==> src/sv/dns_message_parser_assert.svh <==
// ---------------------------------------------------------------------------
// DNS message parser assertion macros
// Clocked assertion wrappers; they compile to nothing for synthesis.
// ---------------------------------------------------------------------------
`ifndef DNS_MESSAGE_PARSER_ASSERT_SVH
`define DNS_MESSAGE_PARSER_ASSERT_SVH

`ifndef SYNTHESIS

// Check a property on every clock edge outside reset.
`define DMP_ASSERT(lbl, prop) \
    lbl: assert property (@(posedge clk) disable iff (!rst_n) prop) \
        else $error("dns_message_parser assertion failed");

// Check a property on every clock edge, reset included.
`define DMP_ASSERT_ALWAYS(lbl, prop) \
    lbl: assert property (@(posedge clk) prop) \
        else $error("dns_message_parser assertion failed");

`else

`define DMP_ASSERT(lbl, prop)
`define DMP_ASSERT_ALWAYS(lbl, prop)

`endif

`endif

==> src/sv/dmp_pkg.sv <==
// ---------------------------------------------------------------------------
// DNS message parser package
// Phase and result-kind codes, header offsets and the result record.
// ---------------------------------------------------------------------------
package dmp_pkg;

    // Parser phase
    typedef enum logic [3:0] {
        PH_IDLE       = 4'd0,
        PH_HEADER     = 4'd1,
        PH_LABEL_LEN  = 4'd2,
        PH_LABEL_CHAR = 4'd3,
        PH_TAIL       = 4'd4,
        PH_RDATA      = 4'd5,
        PH_DONE       = 4'd6
    } phase_t;

    // Result kinds
    typedef enum logic [2:0] {
        KIND_CHAR     = 3'd0,
        KIND_NAME_END = 3'd1,
        KIND_QTYPE    = 3'd2,
        KIND_ANSWER   = 3'd3,
        KIND_ADDR     = 3'd4
    } kind_t;

    // Record type AAAA
    localparam logic [15:0] AAAA_TYPE = 16'd28;

    // Offsets within the length prefix and header
    localparam logic [3:0] ANCOUNT_HI_AT  = 4'd8;
    localparam logic [3:0] ANCOUNT_LO_AT  = 4'd9;
    localparam logic [3:0] HEADER_LAST_AT = 4'd13;

    // Offsets within the bytes after the question name
    localparam logic [3:0] QTYPE_LO_AT = 4'd1;
    localparam logic [3:0] ATYPE_LO_AT = 4'd7;
    localparam logic [3:0] RDLEN_LO_AT = 4'd15;

    // One result record
    typedef struct packed {
        logic       valid;
        kind_t      kind;
        logic [7:0] value;
        logic       label_end;
        logic       verdict;
        logic       last_byte;
    } res_t;

endpackage

==> src/sv/dmp_walker.sv <==
// ---------------------------------------------------------------------------
// DNS message walker
// Parser state and the single-pass step for one message byte.
// ---------------------------------------------------------------------------
`include "dns_message_parser_assert.svh"

module dmp_walker (
    input  logic           clk,
    input  logic           rst_n,
    input  logic           step,
    input  logic [7:0]     data_byte,
    input  logic           first,
    output dmp_pkg::res_t  res
);

    dmp_pkg::phase_t phase_reg, phase_next, ph_e;
    logic [3:0]      offset_reg, offset_next, off_e;
    logic [7:0]      label_left_reg, label_left_next, label_e;
    logic            answers_reg, answers_next, ans_e;
    logic [7:0]      hold_reg, hold_next, hold_e;
    logic [15:0]     rdata_left_reg, rdata_left_next, rdata_e;
    logic            answer_ok_reg, answer_ok_next, ok_e;
    logic [15:0]     word;

    // A start marker restarts the parser before this byte is used
    always_comb
    begin
        ph_e    = first ? dmp_pkg::PH_HEADER : phase_reg;
        off_e   = first ? 4'd0 : offset_reg;
        label_e = first ? 8'd0 : label_left_reg;
        ans_e   = first ? 1'b0 : answers_reg;
        hold_e  = first ? 8'd0 : hold_reg;
        rdata_e = first ? 16'd0 : rdata_left_reg;
        ok_e    = first ? 1'b0 : answer_ok_reg;
        word    = {hold_e, data_byte};
    end

    // Next state
    always_comb
    begin
        phase_next      = ph_e;
        offset_next     = off_e;
        label_left_next = label_e;
        answers_next    = ans_e;
        hold_next       = hold_e;
        rdata_left_next = rdata_e;
        answer_ok_next  = ok_e;
        case (ph_e)
            dmp_pkg::PH_HEADER:
            begin
                if (off_e == dmp_pkg::ANCOUNT_HI_AT)
                    hold_next = data_byte;
                else if (off_e == dmp_pkg::ANCOUNT_LO_AT)
                    answers_next = (hold_e | data_byte) != 8'd0;
                if (off_e == dmp_pkg::HEADER_LAST_AT)
                begin
                    offset_next = 4'd0;
                    phase_next  = dmp_pkg::PH_LABEL_LEN;
                end
                else
                    offset_next = off_e + 4'd1;
            end
            dmp_pkg::PH_LABEL_LEN:
            begin
                if (data_byte == 8'd0)
                begin
                    phase_next  = dmp_pkg::PH_TAIL;
                    offset_next = 4'd0;
                end
                else
                begin
                    label_left_next = data_byte;
                    phase_next      = dmp_pkg::PH_LABEL_CHAR;
                end
            end
            dmp_pkg::PH_LABEL_CHAR:
            begin
                label_left_next = label_e - 8'd1;
                if (label_e == 8'd1)
                    phase_next = dmp_pkg::PH_LABEL_LEN;
            end
            dmp_pkg::PH_TAIL:
            begin
                offset_next = off_e + 4'd1;
                if (off_e == dmp_pkg::ATYPE_LO_AT)
                    answer_ok_next = ans_e && (word == dmp_pkg::AAAA_TYPE);
                else if (off_e == dmp_pkg::RDLEN_LO_AT)
                begin
                    rdata_left_next = word;
                    phase_next = (ok_e && word != 16'd0) ? dmp_pkg::PH_RDATA
                                                         : dmp_pkg::PH_DONE;
                end
                else if (off_e != dmp_pkg::QTYPE_LO_AT)
                    hold_next = data_byte;
            end
            dmp_pkg::PH_RDATA:
            begin
                rdata_left_next = rdata_e - 16'd1;
                if (rdata_e == 16'd1)
                    phase_next = dmp_pkg::PH_DONE;
            end
            default:
            begin
            end
        endcase
    end

    // Result for this byte
    always_comb
    begin
        res = '0;
        case (ph_e)
            dmp_pkg::PH_LABEL_LEN:
            begin
                if (data_byte == 8'd0)
                begin
                    res.valid = 1'b1;
                    res.kind  = dmp_pkg::KIND_NAME_END;
                end
            end
            dmp_pkg::PH_LABEL_CHAR:
            begin
                res.valid     = 1'b1;
                res.kind      = dmp_pkg::KIND_CHAR;
                res.value     = data_byte;
                res.label_end = (label_e == 8'd1);
            end
            dmp_pkg::PH_TAIL:
            begin
                if (off_e == dmp_pkg::QTYPE_LO_AT)
                begin
                    res.valid   = 1'b1;
                    res.kind    = dmp_pkg::KIND_QTYPE;
                    res.verdict = (word == dmp_pkg::AAAA_TYPE);
                end
                else if (off_e == dmp_pkg::ATYPE_LO_AT)
                begin
                    res.valid   = 1'b1;
                    res.kind    = dmp_pkg::KIND_ANSWER;
                    res.verdict = ans_e && (word == dmp_pkg::AAAA_TYPE);
                end
            end
            dmp_pkg::PH_RDATA:
            begin
                res.valid     = 1'b1;
                res.kind      = dmp_pkg::KIND_ADDR;
                res.value     = data_byte;
                res.last_byte = (rdata_e == 16'd1);
            end
            default:
            begin
            end
        endcase
    end

    // State registers, updated once per stepped byte
    always_ff @(posedge clk or negedge rst_n)
    begin
        if (!rst_n)
        begin
            phase_reg      <= dmp_pkg::PH_IDLE;
            offset_reg     <= 4'd0;
            label_left_reg <= 8'd0;
            answers_reg    <= 1'b0;
            hold_reg       <= 8'd0;
            rdata_left_reg <= 16'd0;
            answer_ok_reg  <= 1'b0;
        end
        else if (step)
        begin
            phase_reg      <= phase_next;
            offset_reg     <= offset_next;
            label_left_reg <= label_left_next;
            answers_reg    <= answers_next;
            hold_reg       <= hold_next;
            rdata_left_reg <= rdata_left_next;
            answer_ok_reg  <= answer_ok_next;
        end
    end

    // Address bytes only flow for a valid answer with bytes left
    `DMP_ASSERT_ALWAYS(a_rdata_needs_ok,
        phase_reg == dmp_pkg::PH_RDATA |-> answer_ok_reg && rdata_left_reg != 16'd0)
    // A label in progress always has characters left
    `DMP_ASSERT_ALWAYS(a_label_nonzero,
        phase_reg == dmp_pkg::PH_LABEL_CHAR |-> label_left_reg != 8'd0)
    // The final address byte closes the message
    `DMP_ASSERT(a_last_addr_done,
        step && !first && phase_reg == dmp_pkg::PH_RDATA && rdata_left_reg == 16'd1
        |=> phase_reg == dmp_pkg::PH_DONE)
    // Without a step the parser holds its place
    `DMP_ASSERT(a_hold_no_step,
        !step |=> $stable(phase_reg) && $stable(offset_reg) && $stable(rdata_left_reg))

endmodule

==> src/sv/dmp_result_reg.sv <==
// ---------------------------------------------------------------------------
// DNS message parser result register
// Holds one result record until the downstream side takes it.
// ---------------------------------------------------------------------------
module dmp_result_reg (
    input  logic           clk,
    input  logic           rst_n,
    input  logic           load,
    input  dmp_pkg::res_t  res,
    input  logic           result_stall,
    output logic           result_valid,
    output logic [2:0]     kind,
    output logic [7:0]     value,
    output logic           label_end,
    output logic           verdict,
    output logic           last_byte
);

    logic          valid_reg, valid_next;
    dmp_pkg::res_t data_reg;

    // Occupancy: refilled on a load, emptied when taken
    always_comb
    begin
        if (load)
            valid_next = res.valid;
        else if (valid_reg && !result_stall)
            valid_next = 1'b0;
        else
            valid_next = valid_reg;
    end

    always_ff @(posedge clk or negedge rst_n)
    begin
        if (!rst_n)
            valid_reg <= 1'b0;
        else
            valid_reg <= valid_next;
    end

    // Payload, loaded only with a real result
    always_ff @(posedge clk)
    begin
        if (load && res.valid)
            data_reg <= res;
    end

    assign result_valid = valid_reg;
    assign kind         = data_reg.kind;
    assign value        = data_reg.value;
    assign label_end    = data_reg.label_end;
    assign verdict      = data_reg.verdict;
    assign last_byte    = data_reg.last_byte;

endmodule

==> src/sv/dns_message_parser.sv <==
// Each byte passes through the input register and then the result register;
// its result is offered from the result register.
// Throughput: one byte per cycle; the input register passes a byte to the
// walker whenever the result register is empty or being taken.
// Reset clears the parser to idle and both registers to empty; bytes are
// ignored until one arrives with the start marker set.
// ---------------------------------------------------------------------------
// DNS message parser top level
// Walks a length-prefixed DNS response byte stream and reports the question
// name, type verdicts and AAAA address bytes.
// ---------------------------------------------------------------------------
module dns_message_parser (
    input  logic       clk,
    input  logic       rst_n,
    input  logic       byte_valid,
    output logic       byte_stall,
    input  logic [7:0] data_byte,
    input  logic       first,
    output logic       result_valid,
    input  logic       result_stall,
    output logic [2:0] kind,
    output logic [7:0] value,
    output logic       label_end,
    output logic       verdict,
    output logic       last_byte
);

    logic          in_valid_reg, in_valid_next;
    logic [7:0]    in_byte_reg;
    logic          in_first_reg;
    logic          advance;
    logic          accept;
    dmp_pkg::res_t res;

    // Handshake between input register and result register
    assign advance    = in_valid_reg && (!result_valid || !result_stall);
    assign byte_stall = in_valid_reg && !advance;
    assign accept     = byte_valid && !byte_stall;

    always_comb
    begin
        if (accept)
            in_valid_next = 1'b1;
        else if (advance)
            in_valid_next = 1'b0;
        else
            in_valid_next = in_valid_reg;
    end

    always_ff @(posedge clk or negedge rst_n)
    begin
        if (!rst_n)
            in_valid_reg <= 1'b0;
        else
            in_valid_reg <= in_valid_next;
    end

    // Input payload register
    always_ff @(posedge clk)
    begin
        if (accept)
        begin
            in_byte_reg  <= data_byte;
            in_first_reg <= first;
        end
    end

    dmp_walker u_walker (
        .clk       (clk),
        .rst_n     (rst_n),
        .step      (advance),
        .data_byte (in_byte_reg),
        .first     (in_first_reg),
        .res       (res)
    );

    dmp_result_reg u_result (
        .clk          (clk),
        .rst_n        (rst_n),
        .load         (advance),
        .res          (res),
        .result_stall (result_stall),
        .result_valid (result_valid),
        .kind         (kind),
        .value        (value),
        .label_end    (label_end),
        .verdict      (verdict),
        .last_byte    (last_byte)
    );

endmodule
==> config.mk <==
export PLATFORM = sky130hd
export DESIGN_NAME = dns_message_parser
export DESIGN_NICKNAME = d
export VERILOG_FILES = /design/src/sv/dmp_pkg.sv /design/src/sv/dmp_walker.sv /design/src/sv/dmp_result_reg.sv /design/src/sv/dns_message_parser.sv
export VERILOG_INCLUDE_DIRS = /design/src /design/src/sv
export SDC_FILE = /design/constraint.sdc
export NUM_CORES = 1
export LEC_CHECK = 0
export BUFFER_PORTS_ARGS = -buffer_cell sky130_fd_sc_hd__buf_2
export CORE_AREA = 3 3 85 87
export CTS_CLUSTER_DIAMETER = 150
export DETAILED_ROUTE_END_ITERATION = 7
export DIE_AREA = 0 0 88 90
export PLACE_DENSITY = 0.78
export SYNTH_ARGS = -nofsm -noshare
export SYNTH_HDL_FRONTEND = slang
export SYNTH_SLANG_ARGS = --single-unit
==> constraint.sdc <==
create_clock -name clk -period 4.4 [get_ports clk]
set_input_delay 0.88 -clock clk [delete_from_list [all_inputs] [get_ports clk]]
set_output_delay 0.88 -clock clk [all_outputs]
set_load 0.005 [all_outputs]
==> summary.md, run 1 <==
| Metric | Value |
|---|---|
| Clock slew at reported path FFs | `70 ps` |
| Critical path peak fanout | `15` |
| Cells along the critical path | `buf_4 -> inv_1 -> nand2_1 -> inv_1 -> ha_1 -> nand3b_1 -> or2_2 -> a21oi_1 -> o311a_1` |
| Port-buffer cells | `28` |
| Min cycle time layout | `2870 ps` |
| Clock tree from TritonCTS | `done` |
| CP most frequent cell | `sky130_fd_sc_hd__inv_1` |
| Final number of hold-violating endpoints | `0` |
| Count of buffer and inverter cells on the critical path | `3` |
| Most common cell in the synthesized netlist | `sky130_fd_sc_hd__dfrtp_1` |
| Share of the cycle needed by the critical path after routing | `65.3%` |
| Initial detailed-routing violation count | `427` |
| CP arrival | `2870 ps` |
| Filler Cells Inserted | `489` |
| Die outline height | `90 microns` |
| Core Rows | `29` |
| Worst ir drop on vdd | `339 uV` |
| Number of flip-flops under the largest register name | `16` |
| Endpoint of the worst-slack reg-to-reg timing path | `u_result.kind[2]` |
| Wire length of the first global-routing pass | `16700 microns` |
| Share of the synthesized area in the top cell type | `28.1%` |
| Average via count per standard cell | `6.85` |
| Kind of capture point of the worst setup path | `flop` |
| Total congestion overflow after global routing | `0` |
| TritonRoute pass-1 iters | `8` |
| Die area | `7920 sq um` |
| Number of cells upsized or downsized after cts | `0` |
| Total length of routed wires | `10100 microns` |
| Yosys warning total | `0` |
| Number of endpoints failing setup at the final stage | `0` |
| Clock insertion delay at the later pin of the skew report | `360 ps` |
| Cell types with the highest counts after synthesis | `sky130_fd_sc_hd__dfrtp_1, sky130_fd_sc_hd__nand2_1, sky130_fd_sc_hd__a21oi_1` |
| Largest stage delay on the critical path | `610 ps` |
| Clock Skews | `12.1 ps` |
| R2r startpoint | `in_first_reg` |
| Post-synthesis cell count | `414` |
| Net count reported at finish | `455` |
| Post-synthesis sequential area ratio | `45.7%` |
| Total I/O pin count | `29` |
| Count of buffers added by post-CTS timing repair for setup | `0` |
| Family with the most delay on the worst path | `compound AO/OA/AOI/OAI gates` |
| Relative slew slack | `31.7%` |
| Pin count of the biggest net entering global routing | `45` |
| CP Class | `reg2reg` |
| Cell types occupying the most area after synthesis | `sky130_fd_sc_hd__dfrtp_1, sky130_fd_sc_hd__edfxtp_1, sky130_fd_sc_hd__a21oi_1, sky130_fd_sc_hd__nand2_1, sky130_fd_sc_hd__nor2_1` |
| Instance count along the most critical hold path | `1` |
| Largest area contributor in the synthesized netlist | `sky130_fd_sc_hd__dfrtp_1` |
| CTS Sinks | `67` |
| Reg area | `1790 sq um` |
| Vias post-DR | `3543` |
| Number of enable-type register cells in the synthesized netlist | `23` |
| Area of the multi-input gates | `1950 sq um` |
| Diodes inserted | `0` |
| Async set or reset register ratio after synthesis | `65.7%` |
| Cell leakage power | `1.81 nW` |
| Worst path slowest cell | `sky130_fd_sc_hd__o311a_1` |
| DR DRC count | `1` |
| Launching element of the worst setup path | `in_first_reg` |
| Vias in the first global route | `3184` |
| Nature of the critical path startpoint | `flop` |
| Result of the run | `finished, violations left` |
| Primary FF master, synth | `sky130_fd_sc_hd__dfrtp_1` |
| Number of levels in the clock H-tree | `3` |
| Total track usage | `27.2%` |
| Antenna violations before repair | `0` |
| Total negative slack for setup checks | `0 ps` |
| Slew @ Worst Pin | `1020 ps` |
| RSZ-0062 raised after global routing | `false` |
| Area overhead of the layout relative to synthesis | `10.3%` |
| Slew Viols, Final | `0` |
| Mapped cell area | `3920 sq um` |
| CTS max path bufs | `2` |
| Core Footprint | `6420 sq um` |
| Die boundary width | `88 microns` |
| Number of flip-flops and latches in the synthesized netlist | `67` |
| Worst Reg2Reg Path Length in Cells | `9` |
| Hold path startpoint | `u_walker.offset_reg[1]` |
| Required time at the endpoint of the critical path | `4390 ps` |
| Overall power of the completed layout | `2.58 mW` |
| Top achievable clock speed | `348 MHz` |
| Synth Net Count | `434` |
| HPWL after DPL | `6990 microns` |
| Post-detailed-route wirelength per cell | `19.6 microns` |
| Post-CTS Hold Fix Bufs | `0` |
| Antenna Violating Nets Remaining | `0` |
| Buffer type at the clock tree root | `sky130_fd_sc_hd__clkbuf_8` |
| Count of distinct cell types in the synthesized netlist | `74` |
| Post-Synthesis Mean Instance Area | `9.47 sq um` |
| Share of post-route cells with drive strength above 1 | `15.0%` |
| Num CTS Buffers | `9` |
| Effective utilization at floorplan | `61.1%` |
| Power density of the placed cells | `598 nW/um^2` |
| Reg-to-reg slack, setup | `1530 ps` |
| Hold WC Path Type | `reg2reg` |
| WHS Endpoint | `u_walker.offset_reg[1]` |
| Final weighted congestion in routability-driven placement | `0.916` |
| Reported max-cap violation count | `0` |
| Failing checks | `design-rule violations` |
-- metrics by stage --
step	instances	setup WS, ps	hold slack (ps)	cell area, sq um	utilization [%]
floorplan	414	1200	486	3920	-
global placement	501	1650	504	4080	63.6
detailed placement	501	1520	509	4080	63.6
global route	517	1300	554	4330	67.3
finish	517	1530	521	4330	67.3
CTS	517	1530	525	4330	67.3
-- where the power goes --
| part | leakage, nW | switching, mW | internal (mW) | total, mW |
|---|---|---|---|---|
| registers | 0.808 | 0.209 | 0.788 | 0.997 |
| clock network | 0.121 | 0.247 | 0.393 | 0.640 |
| logic | 0.883 | 0.576 | 0.372 | 0.948 |
-- cell usage in the layout (no fill, tap or decap), types with 3 or more instances in the layout --
master,count
sky130_fd_sc_hd__dfrtp_1,44
sky130_fd_sc_hd__clkbuf_8,10
sky130_fd_sc_hd__nor4_2,3
sky130_fd_sc_hd__o211ai_1,6
sky130_fd_sc_hd__nand4_1,5
sky130_fd_sc_hd__bufinv_16,3
sky130_fd_sc_hd__nor2_1,29
sky130_fd_sc_hd__o311ai_0,4
sky130_fd_sc_hd__buf_4,5
sky130_fd_sc_hd__o22ai_1,4
sky130_fd_sc_hd__nor3_1,11
sky130_fd_sc_hd__edfxtp_1,23
sky130_fd_sc_hd__a21o_1,3
sky130_fd_sc_hd__a31oi_1,8
sky130_fd_sc_hd__nand2_1,43
sky130_fd_sc_hd__xnor2_1,3
sky130_fd_sc_hd__buf_2,28
sky130_fd_sc_hd__a21oi_1,35
sky130_fd_sc_hd__o2bb2ai_1,6
sky130_fd_sc_hd__inv_1,16
sky130_fd_sc_hd__nor4_1,7
sky130_fd_sc_hd__ha_1,7
sky130_fd_sc_hd__a22o_1,8
sky130_fd_sc_hd__a22oi_1,6
sky130_fd_sc_hd__nand2b_1,5
sky130_fd_sc_hd__o21ai_0,19
sky130_fd_sc_hd__a2bb2oi_1,3
sky130_fd_sc_hd__or3_1,3
sky130_fd_sc_hd__o21ai_1,5
sky130_fd_sc_hd__and2_1,13
sky130_fd_sc_hd__nand4b_1,3
sky130_fd_sc_hd__nand3_1,16
-- logic make-up after synthesis --
kind of cell	after synthesis	share of synthesized area, %
AO/OA/AOI/OAI	137	24.3
XOR/XNOR	4	0.894
adder cells (fa/ha/maj)	7	2.23
buffers and inverters	40	4.47
flip-flops	67	45.7
multiplexers	1	0.255
AND/OR/NAND/NOR	158	22.1
-- worst max path at each step --
stage / slack, ps / to / depth (start not counted)
after floorplan: 1200 / u_result.kind[0] / 12
after global routing: 1300 / u_result.value[2] / 9
final: 1530 / u_result.kind[2] / 9
after CTS: 1530 / u_result.value[4] / 9
after detailed placement: 1520 / u_result.kind[2] / 9
after global placement: 1650 / u_result.kind[2] / 9
-- final cells by class --
| type | instances | share of cell area, % |
|---|---|---|
| Clock buffer | 12 | 3.36 |
| Clock inverter | 4 | 2.23 |
| Inverter | 17 | 1.48 |
| Multi-Input combinational cell | 307 | 45.2 |
| Sequential cell | 67 | 41.4 |
| Tap cell | 77 | 2.23 |
| Timing Repair Buffer | 33 | 4.11 |
-- per-layer routing --
layer	up-vias	share of wire (%)	GRT usage (%)	routed length, microns
met5	-	0	0	0
met4	0	2.6	10.9	265
met3	27	10	8.50	1050
met2	226	44	37.8	4500
met1	1684	43	39.2	4330
li1	1606	-	-	-
(Power assumes the default switching activity.)
==> inputs of run 2 (changes only) <==
clock period = 2.8 ns   (was 4.4 ns; I/O delays follow)
==> summary.md, run 2 (synthesis results as in run 1) <==
| Metric | Value |
|---|---|
| Post-CTS Hold Fix Bufs | `0 (unchanged)` |
| Wire length of the first global-routing pass | `17000 microns (+1.6%)` |
| Total congestion overflow after global routing | `0 (unchanged)` |
| Die area | `7920 sq um (unchanged)` |
| Hold WC Path Type | `in2async` |
| Total track usage | `27.5% (+0.31 points)` |
| Power share of the combinational group | `40.2% (+3.5 points)` |
| Most frequent cells in the layout | `sky130_fd_sc_hd__dfrtp_1, sky130_fd_sc_hd__nand2_1, sky130_fd_sc_hd__a21oi_1` |
| Met2 wire length | `4690 microns (+4.2%)` |
| Core Footprint | `6420 sq um (unchanged)` |
| Clock Skews | `10.3 ps (-1.81 ps)` |
| Number of levels in the clock H-tree | `3 (unchanged)` |
| Core Rows | `29 (unchanged)` |
| Share of the cycle needed by the critical path after routing | `85.6% (+20 points)` |
| Die boundary width | `88 microns (unchanged)` |
| HPWL after DPL | `7120 microns (+2.0%)` |
| Sw frac | `41.7% (+1.7 points)` |
| Num CTS Buffers | `9 (unchanged)` |
| Routed metal-1 wirelength | `4460 microns (+3.0%)` |
| Reg-to-reg slack, setup | `400 ps (-1120 ps)` |
| Largest stage delay on the critical path | `410 ps (-200 ps)` |
| Top achievable clock speed | `417 MHz (+20%)` |
| Nature of the critical path startpoint | `flop` |
| Pin count of the biggest net entering global routing | `27 (-40%)` |
| Required time at the endpoint of the critical path | `2840 ps (-1550 ps)` |
| Critical path peak fanout | `26 (+11)` |
| Count of buffer and inverter cells on the critical path | `2 (-1)` |
| Die outline height | `90 microns (unchanged)` |
| Antenna Violating Nets Remaining | `0 (unchanged)` |
| Clock insertion delay at the later pin of the skew report | `360 ps (about the same)` |
| Buffer type at the clock tree root | `sky130_fd_sc_hd__clkbuf_8` |
| Met3 routed wirelength | `891 microns (-15%)` |
| Total negative slack for setup checks | `0 ps (unchanged)` |
| Slew Viols, Final | `0 (unchanged)` |
| Clock slew at reported path FFs | `80 ps (about the same)` |
| Reported max-cap violation count | `0 (unchanged)` |
| Final weighted congestion in routability-driven placement | `0.933 (+1.8%)` |
| Post-detailed-route wirelength per cell | `19.7 microns (+0.50%)` |
| Worst path slowest cell | `sky130_fd_sc_hd__nor4b_4` |
| Net count reported at finish | `463 (+1.8%)` |
| Vias post-DR | `3573 (+0.85%)` |
| Relative slew slack | `57.5% (+26 points)` |
| Average via count per standard cell | `6.81 (-0.69%)` |
| Area overhead of the layout relative to synthesis | `10.7%` |
| RSZ-0062 raised after global routing | `false` |
| Endpoint of the worst-slack reg-to-reg timing path | `u_result.verdict` |
| Highest routing layer actually used | `met4` |
| Port-buffer cells | `28 (unchanged)` |
| Internal power component | `2.24 mW (+44%)` |
| CP arrival | `2440 ps (-430 ps)` |
| CTS max path bufs | `2 (unchanged)` |
| Total length of routed wires | `10300 microns (+2.1%)` |
| Kind of capture point of the worst setup path | `flop` |
| TritonRoute pass-1 iters | `5 (-3)` |
| Final core utilization | `67.6% (+0.25 points)` |
| CP most frequent cell | `sky130_fd_sc_hd__buf_4` |
| Vias in the first global route | `3323 (+4.4%)` |
| Worst ir drop on vdd | `427 uV (+26%)` |
| Power density of the placed cells | `884 nW/um^2 (+48%)` |
| Number of cells upsized or downsized after cts | `0 (unchanged)` |
| Number of flip-flops under the largest register name | `16 (unchanged)` |
| Cells along the critical path | `buf_4 -> nor4b_4 -> buf_4 -> nand2_1 -> a21oi_1 -> o311a_4` |
| Family with the most delay on the worst path | `compound AO/OA/AOI/OAI gates` |
| Share of post-route cells with drive strength above 1 | `17.0% (+2.0 points)` |
| DR DRC count | `0 (-1)` |
| R2r startpoint | `in_first_reg` |
| Worst Reg2Reg Path Length in Cells | `6 (-3)` |
| Initial detailed-routing violation count | `386 (-9.6%)` |
| Clk network pwr share | `19.5% (-5.2 points)` |
| Effective utilization at floorplan | `61.1% (unchanged)` |
| Number of endpoints failing setup at the final stage | `0 (unchanged)` |
| Total I/O pin count | `29 (unchanged)` |
| Switch Pwr | `1.60 mW (+55%)` |
| Most common cell after layout, fill and taps aside | `sky130_fd_sc_hd__dfrtp_1` |
| Cell leakage power | `1.82 nW (+0.51%)` |
| CTS Sinks | `67 (unchanged)` |
| CP Class | `reg2reg` |
| Count of buffers added by post-CTS timing repair for setup | `0 (unchanged)` |
| Min cycle time layout | `2400 ps (-479 ps)` |
| Diodes inserted | `0 (unchanged)` |
| Result of the run | `completed` |
| Antenna violations before repair | `0 (unchanged)` |
| Slew @ Worst Pin | `632 ps (-392 ps)` |
| Clock tree from TritonCTS | `done` |
| Seq pwr share | `40.3% (+1.7 points)` |
| Final number of hold-violating endpoints | `0 (unchanged)` |
## run 2: changes by cell type in the layout (fill, tap and decap cells not counted), sizes merged
cell    change
clkinv      +2
buf         +8
clkbuf      +2
inv         -1
bufinv      -3
## run 2: worst max-delay path by stage
stage	slack [ps]	cells past startpoint	end	start
floorplan	30	12	u_result.kind[0]	in_first_reg
global placement	510	8	u_result.kind[2]	in_first_reg
detailed placement	450	8	u_result.value[1]	in_first_reg
CTS	430	8	u_result.verdict	in_first_reg
global route	170	9	u_walker.rdata_left_reg[8]	in_first_reg
finish	400	6	u_result.verdict	in_first_reg
## run 2: stage by stage
stage / total power, mW / instances / instance area, sq um / hold WS (ps) / setup WS [ps]
after floorplan: 2.64 / 414 / 3940 / 264 / 27.9
after global placement: 3.02 / 509 / 4160 / 518 / 510
after detailed placement: 3.04 / 509 / 4160 / 525 / 449
after CTS: 3.80 / 525 / 4340 / 227 / 426
after global routing: 4.09 / 525 / 4340 / 254 / 170
final: 3.84 / 525 / 4340 / 219 / 404
## run 2: layer usage
layer  track usage (%)  up-vias
met4              11.9        0
li1                  -     1626
met2              40.5      211
met3              4.57       33
met1              39.8     1703
met5                 0        -
## run 2: cell type report
| type | count | area [sq um] |
|---|---|---|
| Multi-Input combinational cell | 307 | 1970 |
| Timing Repair Buffer | 41 | 238 |
| Inverter | 17 | 63.8 |
| Tap cell | 77 | 96.3 |
| Fill cell | 513 | 2080 |
| Clock inverter | 2 | 10.0 |
| Clock buffer | 14 | 173 |
| Sequential cell | 67 | 1790 |
## run 2: power by group through the flow
stage	Sequential [mW]	Clock, mW	Combinational (mW)
after detailed placement	1.55	0	1.49
after global placement	1.54	0	1.48
after floorplan	1.44	0	1.20
final	1.55	0.750	1.54
after global routing	1.58	0.797	1.71
after CTS	1.53	0.757	1.51
